==> src/hdl/hbm_pkg.sv <==
// shared types and constants for the heartbeat monitor
package hbm_pkg;
    localparam int unsigned CHANNELS_DEF = 8;
    localparam logic [15:0] WINDOW_RESET = 16'd100;
    localparam logic [15:0] NEVER_LIMIT = 16'hFFFF;

    typedef enum logic [1:0] {
        OP_REGISTER   = 2'd0,
        OP_UNREGISTER = 2'd1,
        OP_FEED       = 2'd2,
        OP_TICK       = 2'd3
    } opcode_t;

    typedef enum logic [1:0] {
        ST_OK      = 2'd0,
        ST_ALREADY = 2'd1,
        ST_MISSING = 2'd2
    } status_t;

    typedef enum logic [2:0] {
        S_IDLE,
        S_CMD,
        S_DIVIDE,
        S_SCAN,
        S_READ,
        S_WRITE
    } state_t;

    // controller to datapath commands
    typedef struct packed {
        logic load;
        logic cmd_exec;
        logic div_start;
        logic div_step;
        logic scan_clear;
        logic scan_next;
        logic read_slot;
        logic write_slot;
    } hbm_cmd_t;

    // datapath to controller status
    typedef struct packed {
        logic is_tick;
        logic any_used;
        logic div_done;
        logic scan_end;
        logic slot_used;
    } hbm_stat_t;
endpackage

==> src/hdl/hbm_ctrl.sv <==
// controller state machine for the heartbeat monitor
module hbm_ctrl
    import hbm_pkg::*;
(
    input  logic      clk,
    input  logic      rst_n,
    input  logic      start,
    input  hbm_stat_t stat,
    output hbm_cmd_t  cmd,
    output logic      busy
);
    state_t state_reg;
    state_t state_next;

    always_ff @(posedge clk or negedge rst_n)
    begin
        if (!rst_n)
        begin
            state_reg <= S_IDLE;
        end
        else
        begin
            state_reg <= state_next;
        end
    end

    always_comb
    begin
        state_next = state_reg;
        unique case (state_reg)
            S_IDLE:
            begin
                if (start)
                begin
                    state_next = S_CMD;
                end
            end
            S_CMD:
            begin
                if (stat.is_tick && stat.any_used)
                begin
                    state_next = S_DIVIDE;
                end
                else
                begin
                    state_next = S_IDLE;
                end
            end
            S_DIVIDE:
            begin
                if (stat.div_done)
                begin
                    state_next = S_SCAN;
                end
            end
            S_SCAN:
            begin
                if (stat.scan_end)
                begin
                    state_next = S_IDLE;
                end
                else if (stat.slot_used)
                begin
                    state_next = S_READ;
                end
            end
            S_READ:
            begin
                state_next = S_WRITE;
            end
            S_WRITE:
            begin
                state_next = S_SCAN;
            end
            default:
            begin
                state_next = S_IDLE;
            end
        endcase
    end

    always_comb
    begin
        cmd = '0;
        busy = (state_reg != S_IDLE);
        unique case (state_reg)
            S_IDLE:
            begin
                cmd.load = start;
            end
            S_CMD:
            begin
                cmd.cmd_exec = 1'b1;
                cmd.div_start = stat.is_tick && stat.any_used;
                cmd.scan_clear = 1'b1;
            end
            S_DIVIDE:
            begin
                cmd.div_step = 1'b1;
            end
            S_SCAN:
            begin
                cmd.scan_next = !stat.slot_used && !stat.scan_end;
            end
            S_READ:
            begin
                cmd.read_slot = 1'b1;
            end
            S_WRITE:
            begin
                cmd.write_slot = 1'b1;
                cmd.scan_next = 1'b1;
            end
            default:
            begin
                cmd = '0;
            end
        endcase
    end
endmodule

==> src/hdl/hbm_datapath.sv <==
// slot storage, tick arithmetic and result register
module hbm_datapath
    import hbm_pkg::*;
#(
    parameter int unsigned CHANNELS = CHANNELS_DEF
)
(
    input  logic        clk,
    input  logic        rst_n,
    input  hbm_cmd_t    cmd,
    output hbm_stat_t   stat,
    input  logic [15:0] window_ms,
    input  logic [1:0]  opcode,
    input  logic [2:0]  channel,
    input  logic [31:0] now_ms,
    input  logic [15:0] init_wait_ms,
    input  logic [15:0] timeout_ms,
    output logic        done,
    output logic [2:0]  out_channel,
    output logic        online,
    output logic        changed,
    output logic [31:0] feed_interval_ms,
    output logic [1:0]  status,
    output logic        last
);
    localparam int unsigned IW = (CHANNELS > 1) ? $clog2(CHANNELS) : 1;
    localparam int unsigned CW = $clog2(CHANNELS + 1);

    // per-slot store, no reset except the used bits
    logic [15:0] wait_lim   [CHANNELS];
    logic [15:0] to_lim     [CHANNELS];
    logic [31:0] feed_now   [CHANNELS];
    logic [31:0] feed_prev  [CHANNELS];
    logic [31:0] wait_cnt   [CHANNELS];
    logic [15:0] stable_cnt [CHANNELS];
    logic        on_now     [CHANNELS];
    logic        on_prev    [CHANNELS];
    logic [31:0] ivl_hold   [CHANNELS];
    logic [CHANNELS-1:0] used_reg;

    logic [1:0]  op_reg;
    logic [2:0]  ch_reg;
    logic [31:0] now_reg;
    logic [15:0] iw_reg;
    logic [15:0] to_reg;
    logic [31:0] prev_tick_reg;
    logic        first_tick_reg;
    logic [31:0] diff_reg;

    // restoring divider for window / diff
    logic [15:0] quot_reg;
    logic [31:0] rem_reg;
    logic [4:0]  div_cnt_reg;
    logic        div_busy_reg;
    logic [32:0] rem_shift;
    logic [15:0] thr;

    logic [CW-1:0] scan_reg;
    logic [IW-1:0] slot;
    logic          ch_valid;
    logic [IW-1:0] ch_idx;
    logic          ch_used;

    // values read for the current scan slot
    logic [15:0] r_wlim;
    logic [15:0] r_tlim;
    logic [31:0] r_fnow;
    logic [31:0] r_fprev;
    logic [31:0] r_wcnt;
    logic [15:0] r_scnt;
    logic        r_on;
    logic        r_onp;
    logic [31:0] r_ivl;
    logic [31:0] r_age;

    logic [31:0] n_wcnt;
    logic [15:0] n_scnt;
    logic        n_on;
    logic [31:0] n_ivl;
    logic [32:0] wsum;
    logic [16:0] sc_inc;
    logic [CHANNELS-1:0] higher_mask;
    logic        is_last;

    assign slot = scan_reg[IW-1:0];
    assign ch_valid = ({29'd0, ch_reg} < 32'(CHANNELS));
    assign ch_idx = IW'(ch_reg);
    assign ch_used = ch_valid && used_reg[ch_idx];

    assign stat.is_tick = (op_reg == OP_TICK);
    assign stat.any_used = |used_reg;
    assign stat.div_done = div_busy_reg && (div_cnt_reg == 5'd0);
    assign stat.scan_end = (scan_reg == CW'(CHANNELS));
    assign stat.slot_used = !stat.scan_end && used_reg[slot];

    assign rem_shift = {rem_reg, quot_reg[15]};
    assign thr = (quot_reg == 16'd0) ? 16'd1 : quot_reg;

    always_ff @(posedge clk)
    begin
        if (cmd.load)
        begin
            op_reg  <= opcode;
            ch_reg  <= channel;
            now_reg <= now_ms;
            iw_reg  <= init_wait_ms;
            to_reg  <= timeout_ms;
        end
    end

    always_ff @(posedge clk or negedge rst_n)
    begin
        if (!rst_n)
        begin
            prev_tick_reg  <= '0;
            first_tick_reg <= 1'b1;
            div_busy_reg   <= 1'b0;
            div_cnt_reg    <= '0;
            scan_reg       <= '0;
        end
        else
        begin
            if (cmd.div_start)
            begin
                prev_tick_reg  <= now_reg;
                first_tick_reg <= 1'b0;
                div_busy_reg   <= 1'b1;
                div_cnt_reg    <= 5'd16;
            end
            else if (cmd.div_step)
            begin
                if (div_cnt_reg == 5'd0)
                begin
                    div_busy_reg <= 1'b0;
                end
                else
                begin
                    div_cnt_reg <= div_cnt_reg - 5'd1;
                end
            end
            if (cmd.scan_clear)
            begin
                scan_reg <= '0;
            end
            else if (cmd.scan_next)
            begin
                scan_reg <= scan_reg + CW'(1);
            end
        end
    end

    // one quotient bit a cycle
    always_ff @(posedge clk)
    begin
        if (cmd.div_start)
        begin
            if (first_tick_reg || (now_reg == prev_tick_reg))
            begin
                diff_reg <= 32'd1;
            end
            else
            begin
                diff_reg <= now_reg - prev_tick_reg;
            end
            quot_reg <= window_ms;
            rem_reg  <= '0;
        end
        else if (cmd.div_step && div_cnt_reg != 5'd0)
        begin
            if (rem_shift >= {1'b0, diff_reg})
            begin
                rem_reg  <= 32'(rem_shift - {1'b0, diff_reg});
                quot_reg <= {quot_reg[14:0], 1'b1};
            end
            else
            begin
                rem_reg  <= rem_shift[31:0];
                quot_reg <= {quot_reg[14:0], 1'b0};
            end
        end
    end

    always_ff @(posedge clk)
    begin
        if (cmd.read_slot)
        begin
            r_wlim  <= wait_lim[slot];
            r_tlim  <= to_lim[slot];
            r_fnow  <= feed_now[slot];
            r_fprev <= feed_prev[slot];
            r_wcnt  <= wait_cnt[slot];
            r_scnt  <= stable_cnt[slot];
            r_on    <= on_now[slot];
            r_onp   <= on_prev[slot];
            r_ivl   <= ivl_hold[slot];
            r_age   <= now_reg - feed_now[slot];
        end
    end

    always_comb
    begin
        n_wcnt = r_wcnt;
        n_scnt = r_scnt;
        n_on = r_on;
        wsum = {1'b0, r_wcnt} + {1'b0, diff_reg};
        sc_inc = {1'b0, r_scnt} + 17'd1;
        if (r_wcnt <= {16'd0, r_wlim})
        begin
            n_wcnt = wsum[32] ? 32'hFFFF_FFFF : wsum[31:0];
            if (n_wcnt > {16'd0, r_wlim})
            begin
                n_on = 1'b1;
            end
        end
        else if (r_age > {16'd0, r_tlim})
        begin
            n_on = (r_tlim == NEVER_LIMIT) || (r_tlim == 16'd0);
            n_scnt = '0;
        end
        else if (sc_inc >= {1'b0, thr})
        begin
            n_scnt = '0;
            n_on = 1'b1;
        end
        else
        begin
            n_scnt = sc_inc[15:0];
        end
        n_ivl = (r_fnow > r_fprev) ? (r_fnow - r_fprev) : r_ivl;
        for (int i = 0; i < CHANNELS; i++)
        begin
            higher_mask[i] = (i > int'(slot));
        end
        is_last = ((used_reg & higher_mask) == '0);
    end

    always_ff @(posedge clk)
    begin
        if (cmd.cmd_exec && op_reg == OP_REGISTER && ch_valid && !ch_used)
        begin
            wait_lim[ch_idx]   <= iw_reg;
            to_lim[ch_idx]     <= to_reg;
            feed_now[ch_idx]   <= now_reg;
            feed_prev[ch_idx]  <= now_reg;
            wait_cnt[ch_idx]   <= '0;
            stable_cnt[ch_idx] <= '0;
            on_now[ch_idx]     <= 1'b1;
            on_prev[ch_idx]    <= 1'b1;
            ivl_hold[ch_idx]   <= '0;
        end
        else if (cmd.cmd_exec && op_reg == OP_FEED && ch_used)
        begin
            feed_prev[ch_idx] <= feed_now[ch_idx];
            feed_now[ch_idx]  <= now_reg;
        end
        else if (cmd.write_slot)
        begin
            wait_cnt[slot]   <= n_wcnt;
            stable_cnt[slot] <= n_scnt;
            on_now[slot]     <= n_on;
            on_prev[slot]    <= n_on;
            ivl_hold[slot]   <= n_ivl;
        end
    end

    always_ff @(posedge clk or negedge rst_n)
    begin
        if (!rst_n)
        begin
            used_reg <= '0;
            done     <= 1'b0;
        end
        else
        begin
            done <= 1'b0;
            if (cmd.cmd_exec)
            begin
                if (op_reg == OP_REGISTER && ch_valid && !ch_used)
                begin
                    used_reg[ch_idx] <= 1'b1;
                end
                else if (op_reg == OP_UNREGISTER && ch_used)
                begin
                    used_reg[ch_idx] <= 1'b0;
                end
                done <= (op_reg != OP_TICK);
            end
            else if (cmd.write_slot)
            begin
                done <= 1'b1;
            end
        end
    end

    always_ff @(posedge clk)
    begin
        if (cmd.cmd_exec)
        begin
            out_channel <= ch_reg;
            changed <= 1'b0;
            last <= 1'b1;
            unique case (op_reg)
                OP_REGISTER:
                begin
                    if (!ch_valid)
                    begin
                        online <= 1'b0;
                        feed_interval_ms <= '0;
                        status <= ST_MISSING;
                    end
                    else if (ch_used)
                    begin
                        online <= on_now[ch_idx];
                        feed_interval_ms <= ivl_hold[ch_idx];
                        status <= ST_ALREADY;
                    end
                    else
                    begin
                        online <= 1'b1;
                        feed_interval_ms <= '0;
                        status <= ST_OK;
                    end
                end
                OP_FEED:
                begin
                    online <= ch_used ? on_now[ch_idx] : 1'b0;
                    feed_interval_ms <= ch_used ? ivl_hold[ch_idx] : 32'd0;
                    status <= ch_used ? ST_OK : ST_MISSING;
                end
                default:
                begin
                    online <= 1'b0;
                    feed_interval_ms <= '0;
                    status <= ch_used ? ST_OK : ST_MISSING;
                end
            endcase
        end
        else if (cmd.write_slot)
        begin
            out_channel <= 3'(slot);
            online <= n_on;
            changed <= (n_on != r_onp);
            feed_interval_ms <= n_ivl;
            status <= ST_OK;
            last <= is_last;
        end
    end
endmodule

==> src/hdl/multi_channel_heartbeat_monitor.sv <==
// top level of the multi-channel heartbeat monitor
//
// channel  | handshake            | payload
// command  | start / busy         | opcode channel now_ms init_wait_ms timeout_ms
// result   | done (one cycle)     | out_channel online changed feed_interval_ms status last
// config   | cfg_valid / cfg_ready| cfg_data (stable_window_ms)
//
// register, unregister and feed stay busy only for the command state, result beat next
// a tick runs the command state, then the 16-step divider, then scans every slot,
// with a read and a write state per armed slot, and finishes at the scan end
// with no armed slot a tick gives no result and leaves the tick timer alone
// reset sets the window to 100 and frees all slots; results cannot be stalled
module multi_channel_heartbeat_monitor
    import hbm_pkg::*;
#(
    parameter int unsigned CHANNELS = CHANNELS_DEF
)
(
    input  logic        clk,
    input  logic        rst_n,
    input  logic        start,
    output logic        busy,
    input  logic [1:0]  opcode,
    input  logic [2:0]  channel,
    input  logic [31:0] now_ms,
    input  logic [15:0] init_wait_ms,
    input  logic [15:0] timeout_ms,
    input  logic        cfg_valid,
    output logic        cfg_ready,
    input  logic [15:0] cfg_data,
    output logic        done,
    output logic [2:0]  out_channel,
    output logic        online,
    output logic        changed,
    output logic [31:0] feed_interval_ms,
    output logic [1:0]  status,
    output logic        last
);
    hbm_cmd_t    cmd;
    hbm_stat_t   stat;
    logic [15:0] window_reg;

    assign cfg_ready = 1'b1;

    always_ff @(posedge clk or negedge rst_n)
    begin
        if (!rst_n)
        begin
            window_reg <= WINDOW_RESET;
        end
        else if (cfg_valid)
        begin
            window_reg <= cfg_data;
        end
    end

    hbm_ctrl u_ctrl (
        .clk   (clk),
        .rst_n (rst_n),
        .start (start),
        .stat  (stat),
        .cmd   (cmd),
        .busy  (busy)
    );

    hbm_datapath #(
        .CHANNELS (CHANNELS)
    ) u_dp (
        .clk              (clk),
        .rst_n            (rst_n),
        .cmd              (cmd),
        .stat             (stat),
        .window_ms        (window_reg),
        .opcode           (opcode),
        .channel          (channel),
        .now_ms           (now_ms),
        .init_wait_ms     (init_wait_ms),
        .timeout_ms       (timeout_ms),
        .done             (done),
        .out_channel      (out_channel),
        .online           (online),
        .changed          (changed),
        .feed_interval_ms (feed_interval_ms),
        .status           (status),
        .last             (last)
    );
endmodule

==> config.mk <==
export PLATFORM = sky130hd
export DESIGN_NAME = multi_channel_heartbeat_monitor
export DESIGN_NICKNAME = d
export VERILOG_FILES = /design/src/hdl/hbm_pkg.sv /design/src/hdl/hbm_ctrl.sv /design/src/hdl/hbm_datapath.sv /design/src/hdl/multi_channel_heartbeat_monitor.sv
export SDC_FILE = /design/constraint.sdc
export NUM_CORES = 2
export LEC_CHECK = 0
export ABC_AREA = 1
export BUFFER_PORTS_ARGS = -buffer_cell sky130_fd_sc_hd__buf_4
export CAP_MARGIN = 30
export CORE_ASPECT_RATIO = 1.25
export CORE_MARGIN = 2
export CORE_UTILIZATION = 52
export CTS_CLUSTER_DIAMETER = 60
export CTS_CLUSTER_SIZE = 12
export DETAILED_ROUTE_END_ITERATION = 16
export PLACE_DENSITY = 0.68
export SYNTH_ARGS = -nofsm -noshare
export SYNTH_HDL_FRONTEND = slang
export SYNTH_HIERARCHICAL = 1
export SYNTH_SLANG_ARGS = --single-unit
==> constraint.sdc <==
create_clock -name clk -period 16.35 [get_ports clk]
set_input_delay 3.27 -clock clk [delete_from_list [all_inputs] [get_ports clk]]
set_output_delay 3.27 -clock clk [all_outputs]
set_load 0.02 [all_outputs]
After elaboration in Yosys (flattened, before gate mapping):

Memories as Yosys holds them, arrays and structs flattened. A register that Yosys moved wholly into a read port is not among the register bits.
Index checks and enable logic that the tools add are counted.

* $add $sub $neg: 8
* magnitude comparators: 16
* eq/ne operators: 17
* multiplexer cells: 90
* bitwise logic cells: 6
* reductions and logical operators: 42

Operators by type and width (number)
* 32-bit 2-to-1 mux: 12
* 32-bit subtractor: 4
* 16-bit 2-to-1 mux: 7
* 32-bit by 16-bit > comparator with 1-bit output: 2
* 32-bit OR reduction: 2
* 3-bit 2-to-1 mux: 14
* 1-bit 2-to-1 mux: 38
* 32-bit by 32-bit adder with 33-bit output: 1
* 33-bit by 32-bit greater-or-equal comparator with 1-bit output: 1
* 32-bit equality test: 1
* 32-bit > comparator: 1
* 32-bit by 16-bit <= comparator with 1-bit output: 1
* 16-bit logical NOT: 2
* 3-bit one-hot mux with 6 select lines: 1
* 16-bit by 1-bit adder with 17-bit output (second input constant): 1
* 17-bit by 16-bit greater-or-equal comparator with 1-bit output: 1
* 8-bit AND: 2
* 16-bit equality test (second input constant): 1
* 8-bit 2-to-1 mux: 2
* 16-bit OR reduction: 1
* 5-bit 2-to-1 mux: 3
* 3-bit > comparator (first input constant): 4
* 1-bit logical AND: 12
* 2-bit 2-to-1 mux: 6
* other kinds (36): 59

* register bits: 324
* RAM bits: 1424
* input port bits: 89
* output and inout port bits: 43
* word-level logic and storage cells: 213
* memories kept: 9

Memory list
* u_dp.feed_now: words 8, bits a word 32, read ports 2, clocked after Yosys merged registers in 1, wr ports 1, line hbm_datapath.sv:32 `logic [31:0] feed_now [CHANNELS];`
* u_dp.feed_prev: words 8, bits a word 32, read ports 1, clocked after Yosys merged registers in 1, wr ports 1, line hbm_datapath.sv:33 `logic [31:0] feed_prev [CHANNELS];`
* u_dp.ivl_hold: words 8, bits a word 32, read ports 2, clocked after Yosys merged registers in 2, wr ports 1, line hbm_datapath.sv:38 `logic [31:0] ivl_hold [CHANNELS];`
* u_dp.wait_cnt: words 8, bits a word 32, read ports 1, clocked after Yosys merged registers in 1, wr ports 1, line hbm_datapath.sv:34 `logic [31:0] wait_cnt [CHANNELS];`
* u_dp.stable_cnt: words 8, bits a word 16, read ports 1, clocked after Yosys merged registers in 1, wr ports 1, line hbm_datapath.sv:35 `logic [15:0] stable_cnt [CHANNELS];`
* u_dp.to_lim: words 8, bits a word 16, read ports 1, clocked after Yosys merged registers in 1, wr ports 1, line hbm_datapath.sv:31 `logic [15:0] to_lim [CHANNELS];`
* 3 more memories

Logic depth before layout (Yosys ltp):

* depth in word-level cells: 10
* gate-level depth with buffers: 34
* gate-level depth less buffers: 33

By module:

The synthesis kept the hierarchy.

Modules (own cells, without submodules)
* hbm_datapath: times used 1, cells each 8005, area an instance 86281.5 µm², sequential area each 55494.5 µm²
* multi_channel_heartbeat_monitor: times used 1, cells each 70, area an instance 659.4 µm², sequential area each 404.1 µm²
* hbm_ctrl: times used 1, cells each 42, area an instance 249.0 µm², sequential area each 75.1 µm²

Least setup slack after synthesis:

No wires, ideal clock.

* kind: input to register
* from: input start
* to: register (tool-made name)
* library setup time: 0.289 ns
* arrival: 6.678 ns
* path slack: 9.382 ns
* cell stages on the path: 3
* buffers on the path: 0
* cell sequence: inv_1 nor2_1 o21ai_0

RTL lines
* start: declaration: line multi_channel_heartbeat_monitor.sv:21 `input logic start,`

Worst setup path in the final report:

* from: register u_dp.ch_reg[0], in the netlist u_dp/ch_idx[0]
* to: memory u_dp.wait_cnt[5][18] (enable)

* cells in the longest elaborated chain, start to end: 8

RTL lines
* start: declaration: line hbm_datapath.sv:42 `logic [2:0] ch_reg;`
* start signal: assignment: line hbm_datapath.sv:104 `ch_reg <= channel;`
* 1-bit binary-select mux with 3-bit select: line hbm_datapath.sv:88 `assign ch_used = ch_valid && used_reg[ch_idx];`
* 1-bit 2-to-1 mux (not written as such): line hbm_datapath.sv:88
* 1-bit logical AND or 1-bit logical NOT (tied branches): line hbm_datapath.sv:251, hbm_datapath.sv:239
* 1-bit 2-to-1 mux or 1-bit logical AND (tied branches): line hbm_datapath.sv:251, hbm_datapath.sv:239
* 1-bit 2-to-1 mux: line hbm_datapath.sv:239 `if (cmd.cmd_exec && op_reg == OP_REGISTER && ch_valid && !ch_used)`
* 1-bit 2-to-1 mux (not written as such): line hbm_datapath.sv:258 `wait_cnt[slot] <= n_wcnt;`
* 32-bit OR reduction (no source line)
* 3-bit 2-to-1 mux (no source line) or 1-bit 2-to-1 mux (tied branches)
* end: declaration: line hbm_datapath.sv:34

Several ways; a longest one is shown, not always the timed one. The select of a mux whose other input is x is not followed.

==> flow_summary.ini <==
[cells_and_area]
fin_cells = 10400
ff_latch_area_um2 = 56000
multi_input_area_um2 = 27400
mostFrequentLayoutCell = edfxtp_1
layout.nets = 8462
most-common-layout-cells = edfxtp_1, o21ai_0, nor2_1
fin_area_um2 = 96000
area_delta_synth_final_pct = 10.1
drive_above_1_share = 0.0669
fillers = 13800

[worst_setup_path]
cp-start-kind = flip-flop
crit_cells = 18
max_stage_delay_ns = 0.72
path_buf_inv = 6
cp_cell_sequence = inv_1, nand3_1, o22ai_1, nor2_1, nand2_2, inv_2, nor3_4, nand2_2, nand2_1, nor2_2, buf_4, inv_2, nand2_1, o21ai_1, nand2_1, nor2_4, buf_4, buf_4
r2r_end = u_dp/wait_cnt[5][18]$_DFFE_PP_
slowest_stage = nor2_4
cp_max_fo = 41
cp.arrival_ns = 6.78
reg2reg_setup_slack_ns = 10.03
worstPathRequired_ns = 16.81
r2r_start = u_dp/ch_idx[0]$_DFFE_PP_
r2r_cells = 18
cp-end-kind = flip-flop
critical_path_class = reg2reg
path_delay_family = simple AND/OR/NAND/NOR gates

[yosys]
synth_seq_cells = 1888
synth_cells = 8117
synth_fa_ha_area_frac = 0.0340
synth-edff-count = 1780
async_flop_share = 0.0376
synth-xor-area-share = 0.0117
ys.flop_type = edfxtp_1
syn_avg_cell_area_um2 = 10.7
syn_nets = 8440
seq_area_frac_synth = 0.642
synth_warnings = 6
synth_top_family_by_area = compound AO/OA/AOI/OAI gates
ys_types = 61
synth_compound_area_frac = 0.149
synth_area_um2 = 87200
synthSimpleGateAreaFrac = 0.117
synthMuxAreaShare = 0.000115

[timing]
slew_violations = 0
tightest_slew_ns = 1.11
hold_viol_final = 0
fmax_ghz = 0.158
fin_skew_ns = 0.0463
tns_ns = 0
finalSetupViolCount = 0
relSlewSlack = 0.260
rsz0062_at_grt = no
post-route-period-util = 0.386
min_period_ns = 6.32
holdWs_ns = 0.449

[cts]
cts_root_buffer = clkbuf_16
postCtsHoldBufs = 0
cts_made_buffers = 182
cts_sinks = 1888
h-tree-depth = 4
cts_buffer_depth = 3
clock_latency_ns = 0.84
cts_tree = yes
cts_resized = 0
post_cts_buffers = 0
clk_pin_slew_ns = 0.06

[route]
wl_um = 262000
ant_nets = 0
wl_per_cell_um = 25.1
drtPass1Iterations = 8
drt-initial-drc-count = 7268
vias_per_cell = 6.08
vias = 63500
drc = 0

[placement]
gp_congestion = 0.988
port_buffers = 130
dp_hpwl_um = 166000
dpl.cell_count = 10200
placed_area_um2 = 90500

[power]
clock_power_share = 0.253
ir_drop_uv = 118
p_seq_frac = 0.402
p_leak_uw = 0.0343
power_density_nw_per_um2 = 161
p_int_uw = 9620
switching_power_uw = 5860
switching_share = 0.378
power_frac_comb = 0.345

[floorplan]
core-area_um2 = 167000
dieHeight_um = 462
fp.dieW_um = 370
ioPinCount = 132
rows = 168
initial_core_util = 0.522
die_area_um2 = 171000

[global_routing]
grt_use_total = 0.302
grt_max_degree = 223
grt_pass1_vias = 61000
grt_pass1_wl_um = 385000
antenna_found_initial = 12
overflow = 0

[worst_hold_path]
min_to = u_dp/first_tick_reg$_DFFE_PN1P_
hold_path.class = reg2reg
holdCritStartpoint = u_dp/first_tick_reg$_DFFE_PN1P_
hold_depth = 2

[flow_run]
max_cap_violations = 0

[run_status]
status = finished, final reports clean
[cell families after synthesis]
| family | Yosys count |
|---|---|
| buf+inv | 1066 |
| xor+xnor | 116 |
| fa+ha+maj | 234 |
| mux | 1 |
| compound gates | 2288 |
| simple gates | 2523 |
| flops | 1888 |
| other cells | 1 |
[metal layers]
layer,GRT usage,vias to the layer above,share of wire
li1,-,28800,-
met5,0,-,0.00022
met4,0.126,8,0.041
met1,0.405,31000,0.40
met2,0.489,3191,0.47
met3,0.0500,533,0.093
[per-stage QoR]
stage / utilization / worst slack (ns) / power (uW)
floorplan: - / 9.38 / 9610
global placement: 0.541 / 10.13 / 11400
detailed placement: 0.542 / 10.03 / 11500
CTS: 0.574 / 10.01 / 15400
global route: 0.575 / 9.62 / 16200
finish: 0.575 / 10.03 / 15500
[cell usage after synthesis, types with 34 or more instances]
master     number  area [um2]
dfrtp_1        67        1680
o21a_1        142        1070
clkbuf_1      347        1300
nand2_1      1038        3900
buf_1          35         131
o2111ai_1     149        1310
nor2_1       1141        4280
ha_1          229        2870
xnor2_1        45         394
nor3_1         38         190
edfxtp_1     1780       53500
nand3_1       142         711
nand3b_1       34         255
dfxtp_1        37         741
o211ai_1      114         856
inv_1         649        2440
nand4_1        63         394
a21oi_1       439        2200
o21ai_0      1292        6470
xor2_1         71         622
[layout make-up]
| type | count | share of cell area |
|---|---|---|
| sequential | 1888 | 0.583 |
| multi-input combinational | 5163 | 0.285 |
| clock buffer | 250 | 0.0515 |
| tap | 2210 | 0.0288 |
| inverter | 660 | 0.0261 |
| timing repair buffer | 244 | 0.0214 |
| clock inverter | 26 | 0.00379 |
| antenna | 3 | 0.0000782 |
[worst register-to-register path, delay by kind of cell, from the launching register on]
family	cells	cell delay [ns]
AOI/OAI and AO/OA	2	0.40
buffers and inverters	6	2.32
DFF	1	0.51
and+or+nand+nor	10	2.68
[power by group through the flow]
stage | sequential, uW | clock [uW] | combinational [uW]
finish | 6220 | 3910 | 5350
global route | 6260 | 4150 | 5810
CTS | 6220 | 3970 | 5240
detailed placement | 6320 | 0 | 5200
global placement | 6310 | 0 | 5120
floorplan | 6260 | 0 | 3350
[worst max path at each step]
stage / startpoint / to
after floorplan: start / flip-flop
after global placement: u_dp/ch_idx[1]$_DFFE_PP_ / u_dp/wait_cnt[6][13]$_DFFE_PP_
after detailed placement: u_dp/ch_idx[0]$_DFFE_PP_ / u_dp/wait_cnt[5][15]$_DFFE_PP_
after CTS: u_dp/ch_idx[0]$_DFFE_PP_ / u_dp/wait_cnt[5][8]$_DFFE_PP_
after global routing: u_dp/ch_idx[0]$_DFFE_PP_ / u_dp/wait_cnt[5][13]$_DFFE_PP_
final: u_dp/ch_idx[0]$_DFFE_PP_ / u_dp/wait_cnt[5][18]$_DFFE_PP_
(Power assumes the default switching activity.)
